===== config.mk =====
export PLATFORM = sky130hd
export DESIGN_NAME = spp_ctrl
export DESIGN_NICKNAME = d
export VERILOG_FILES = /design/src/rtl/core/spp_pkg.sv /design/src/rtl/core/spp_ctrl.sv
export SDC_FILE = /design/constraint.sdc
export NUM_CORES = 1
export LEC_CHECK = 0
export ABC_AREA = 1
export BUFFER_PORTS_ARGS = -buffer_cell sky130_fd_sc_hd__buf_2
export CORE_AREA = 2 2 39 41
export DETAILED_ROUTE_END_ITERATION = 12
export DIE_AREA = 0 0 41 43
export GPL_ROUTABILITY_DRIVEN = 0
export SKIP_LAST_GASP = 1
export SLEW_MARGIN = 30
export SYNTH_ARGS = -nofsm -noshare
export SYNTH_HDL_FRONTEND = slang
export SYNTH_SLANG_ARGS = --single-unit

===== constraint.sdc =====
create_clock -name clk -period 1.2 [get_ports clk]
set_input_delay 0.12 -clock clk [delete_from_list [all_inputs] [get_ports clk]]
set_output_delay 0.12 -clock clk [all_outputs]
set_load 0.01 [all_outputs]

===== src/rtl/core/spp_pkg.sv =====
// ----------------------------------------------------------------------------
// spp_pkg: shared types and constants for the step pattern player
// Opcodes, status codes, controller states and control structs.
// ----------------------------------------------------------------------------
package spp_pkg;

    localparam logic [2:0] OP_HEADER  = 3'd0;
    localparam logic [2:0] OP_PATTERN = 3'd1;
    localparam logic [2:0] OP_COMMIT  = 3'd2;
    localparam logic [2:0] OP_TICK    = 3'd3;
    localparam logic [2:0] OP_START   = 3'd4;

    localparam logic [1:0] ST_OK   = 2'd0;
    localparam logic [1:0] ST_FULL = 2'd1;
    localparam logic [1:0] ST_IDLE = 2'd2;

    localparam logic [20:0] BASE_CLOCK  = 21'd1600000;
    localparam logic [16:0] SEARCH_LIM  = 17'd65536;
    localparam logic [15:0] COMPARE_CAP = 16'd65535;
    localparam logic [7:0]  PIN_MASK    = 8'hFC;

    typedef enum logic [2:0] {
        S_IDLE,
        S_READ,
        S_EXEC,
        S_DIV,
        S_OUT
    } state_t;

    // controller -> datapath
    typedef struct packed {
        logic capture;    // latch input item
        logic read;       // read stores at head
        logic exec;       // apply the item
        logic div_start;  // load divider for next prescaler
        logic div_step;   // one quotient bit
        logic out_load;   // load result register
    } cmd_t;

    // datapath -> controller
    typedef struct packed {
        logic div_last;   // divider on its last bit
        logic need_div;   // item started a message
        logic search_done;// prescaler search finished
    } sts_t;

    // prescaler shift: divide 1,8,64,256,1024 for codes 1..5
    function automatic logic [3:0] pre_shift(input logic [2:0] sel);
        logic [3:0] s;
        begin
            s = 4'd0;
            case (sel)
                3'd2: s = 4'd3;
                3'd3: s = 4'd6;
                3'd4: s = 4'd8;
                3'd5: s = 4'd10;
                default: s = 4'd0;
            endcase
            return s;
        end
    endfunction

endpackage


===== src/rtl/core/spp_ctrl.sv =====
// ----------------------------------------------------------------------------
// spp_ctrl: sequencer of the step pattern player
// Walks each item through read, execute, the timer search if the item starts a message, and result load.
// ----------------------------------------------------------------------------
module spp_ctrl (
    input  logic           clk,
    input  logic           rst_n,
    input  logic           in_valid,
    output logic           in_ready,
    input  logic           out_busy,
    input  spp_pkg::sts_t  sts,
    output spp_pkg::cmd_t  cmd
);

    spp_pkg::state_t state_reg, state_next;

    always_ff @(posedge clk or negedge rst_n)
    begin
        if (!rst_n)
            state_reg <= spp_pkg::S_IDLE;
        else
            state_reg <= state_next;
    end

    always_comb
    begin
        state_next = state_reg;
        cmd = '0;
        in_ready = 1'b0;
        unique case (state_reg)
            spp_pkg::S_IDLE:
            begin
                in_ready = 1'b1;
                if (in_valid)
                begin
                    cmd.capture = 1'b1;
                    state_next = spp_pkg::S_READ;
                end
            end
            spp_pkg::S_READ:
            begin
                cmd.read = 1'b1;
                state_next = spp_pkg::S_EXEC;
            end
            spp_pkg::S_EXEC:
            begin
                cmd.exec = 1'b1;
                state_next = spp_pkg::S_OUT;
                if (sts.need_div)
                    state_next = spp_pkg::S_DIV;
            end
            spp_pkg::S_DIV:
            begin
                cmd.div_step = 1'b1;
                if (sts.div_last)
                begin
                    if (sts.search_done)
                        state_next = spp_pkg::S_OUT;
                    else
                        cmd.div_start = 1'b1;
                end
            end
            spp_pkg::S_OUT:
            begin
                if (!out_busy)
                begin
                    cmd.out_load = 1'b1;
                    state_next = spp_pkg::S_IDLE;
                end
            end
            default: state_next = spp_pkg::S_IDLE;
        endcase
    end

endmodule


### Word level (Yosys, flattened, before mapping)

Index checks and enable logic that the tools add are counted.

* register bits: 3
* logic and storage cells: 27
* input port bits: 7
* output and inout bits: 7

* reductions and logical operators: 2
* equality and inequality tests: 8
* multiplexer cells: 16

Operators with widths (count)
* $mux W3: 5
* $pmux W3 S5: 1
* $mux W1: 9
* $ne A2 B2 Y1 const B: 4
* $eq A3 B2 Y1 const B: 2
* $reduce_and A4 Y1: 1
* $eq A3 B1 Y1 const B: 1
* $eq A3 B3 Y1 const B: 1
* $logic_not A3 Y1: 1
* $mux W2: 1

### Logic depth before layout (Yosys ltp)

* depth after elaboration: 3
* depth in mapped cells: 7
* gate-level depth less buffers: 7

### Worst setup path after synthesis

Ideal clock, no wire load.

* path type: reg2reg
* start: register state_reg[2]
* end: register state_reg[0]
* stages on the path, launching flop included: 8
* setup time: 66 ps
* setup slack: 185 ps
* data arrival time: 949 ps
* path buffers: 0
* data required time: 1134 ps
* cell sequence: dfrtp_1 -> inv_2 -> nand2_1 -> nor2_2 -> nand2_1 -> nand2_1 -> nand2_1 -> nand2_1

* word-level cells in the longest chain between the ends: 3

RTL lines
* start, declared: line spp_ctrl.sv:15 `spp_pkg::state_t state_reg, state_next;`
* start signal, assigned: line spp_ctrl.sv:20 `state_reg <= spp_pkg::S_IDLE;`
* start signal, assigned: line spp_ctrl.sv:22 `state_reg <= state_next;`
* $eq A3 B2 Y1, or another cell as far along: line spp_ctrl.sv:30 `unique case (state_reg)`
* $ne A2 B2 Y1 (no line)
* $reduce_and A4 Y1 (no line)

Parallel ways exist; a longest one is shown, timed or not.
A chain may end at the register's enable or synchronous reset.

==> out/metrics.cfg <==
[outcome]
outcome=complete, but fails checks
violations=negative setup slack

[global_route]
grt_pass1_wl_um=972
overflow=0
track_usage_pct=8.06
antenna_found_initial=0
grt_max_degree=6
grt_pass1_vias=254

[worst_hold_path]
min_path_type=input port to flop

[cells_and_area]
fill_cells=157
final_cell_mix=buf_2 (12), nand2_1 (10), buf_4 (6)
drive_above_1_share_pct=59.3
diodes=0
final_area_sq_um=427
multiInputGateArea_sq_um=154
largest_reg_flops=3
fin_util_pct=30.8
layout_commonest_cell=buf_2
areaGrowthSynthToFinish_pct=87.4
final_nets=67
final-seq-area_sq_um=78.8

[route]
first_pass_iters=2
viasPerCell=4.03
drc=0
wl_um=703
detail-route-antenna-nets=0
first_iter_violations=1
vias=302
post_drt_wl_per_cell_um=9.37

[floorplan]
coreArea_sq_um=1380
rows=14
start_util_pct=16.5
die_x_um=41
die_area_sq_um=1760
io_pins=14
die_y_um=43

[flow_run]
cap_violations=0

[timing]
setup_violations=4
min_period_ns=1.22
slew_headroom_pct=85.2
worstMarginPinSlew_ns=0.220
clock_skew_ns=0.00580
slew_violations=0
whs_ns=0.166
fmax_mhz=819
rsz0062_at_grt=true
finalHoldViolations=0
period_share_pct=102
fin_ws_ns=-0.0208

[placed_design]
dp_slack_ns=0.139
io_buffer_count=13
dp_hpwl_um=435
placed_area_sq_um=313

[synthesis]
yosysUniqueCellTypes=13
synth_area_leaders=dfrtp_1 (33%), nand2_1 (18%), nand2_2 (8.2%), inv_1 (6.6%), nor2_1 (6.6%)
ys_ff_latch=3
synth_fp_nets=42
synth_cells=35
yosysTopAreaCell=dfrtp_1
ys_seq_area_share_pct=33.0
syn_area_per_cell_sq_um=6.51
ys_warn_count=0
synth_top_cell_area_share_pct=33.0
syn_area_sq_um=228

[clock_network]
root_buffer=clkbuf_4
cts_made_buffers=3
clkTransAtPathRegs_ns=0.04
numClockSinks=3
insertion_delay_ns=0.23
h-tree-depth=1
cts_max_path_buffers=2
tritoncts=built

[critical_path]
worstSetupPathType=flop to output pin
worst-path-max-fanout=5
crit_required_ns=1.08
cp-end-kind=output pin
r2r_slack_ns=0.08
startpoint_type=flop
arrival_ns=1.10

[power_and_ir_drop]
powerDensity_nw_per_um2=2410
vdd_drop_max_uv=431
leakage_nw=0.248

-- synthesized netlist by cell type --
| master | instances |
|---|---|
| nand3b_1 | 1 |
| nand3_1 | 2 |
| o22ai_1 | 1 |
| nor2_4 | 1 |
| nor4_1 | 1 |
| o21ai_0 | 1 |
| nand2_2 | 3 |
| nor2_2 | 2 |
| nand2_1 | 11 |
| dfrtp_1 | 3 |
| inv_1 | 4 |
| nor2_1 | 4 |
| inv_2 | 1 |
-- critical path, cell delays in order (launching register included) --
cell	delay (ns)
dfrtp_2	0.45
nor4_1	0.25
buf_2	0.17
-- what timing repair did --
| item | in CTS | in global routing |
|---|---|---|
| hold buffers | 1 | 0 |
| setup buffers | 3 | 3 |
| hold endpoints to repair | 3 | 0 |
| endpoints found under the setup margin | 6 | 9 |
| pin swaps | 4 | 5 |
| resized for setup | 2 | 8 |
-- logic make-up after synthesis --
family | Yosys count | synth area share (%)
AO/OA/AOI/OAI | 2 | 4.94
buffers and inverters | 5 | 8.24
flip-flops | 3 | 33.0
AND/OR/NAND/NOR | 25 | 53.8
-- worst paths after layout --
kind | start | end | cells past startpoint
min in group asynchronous | rst_n | state_reg[0] | 2
worst min register to register | state_reg[1] | state_reg[1] | 2
worst max register to register | state_reg[0] | state_reg[2] | 7
worst min-delay path | sts[1] | state_reg[1] | 3
max in group asynchronous | rst_n | state_reg[2] | 2
worst max-delay path | state_reg[1] | cmd[0] | 2
-- power by group --
group | internal (mW) | total, mW | switching [mW]
registers | 0.155 | 0.254 | 0.0987
logic | 0.297 | 0.597 | 0.300
clock network | 0.125 | 0.176 | 0.0514
total | 0.577 | 1.03 | 0.450
-- routing by layer --
layer  global-route usage (%)  wire length, um
met1                     10.1              241
met2                     12.5              439
met3                     3.14               22
met4                     2.00                0
met5                        0                0
-- layout make-up --
| type | instances | share of cell area (%) |
|---|---|---|
| repair buffers | 20 | 29.6 |
| flip-flops and latches | 3 | 18.5 |
| multi-input cells | 27 | 36.1 |
| clock buffers | 4 | 6.16 |
| well taps | 16 | 4.69 |
| inverters | 5 | 4.99 |
-- through the flow --
stage | instances | total power [mW] | TNS (ns)
detailed placement | 64 | 0.624 | 0
CTS | 72 | 0.876 | -0.179
floorplan | 35 | 0.497 | 0
global placement | 64 | 0.630 | 0
finish | 75 | 1.03 | -0.0628
global route | 75 | 1.12 | -0.412
Note: power is estimated with default switching activity, not from simulation.
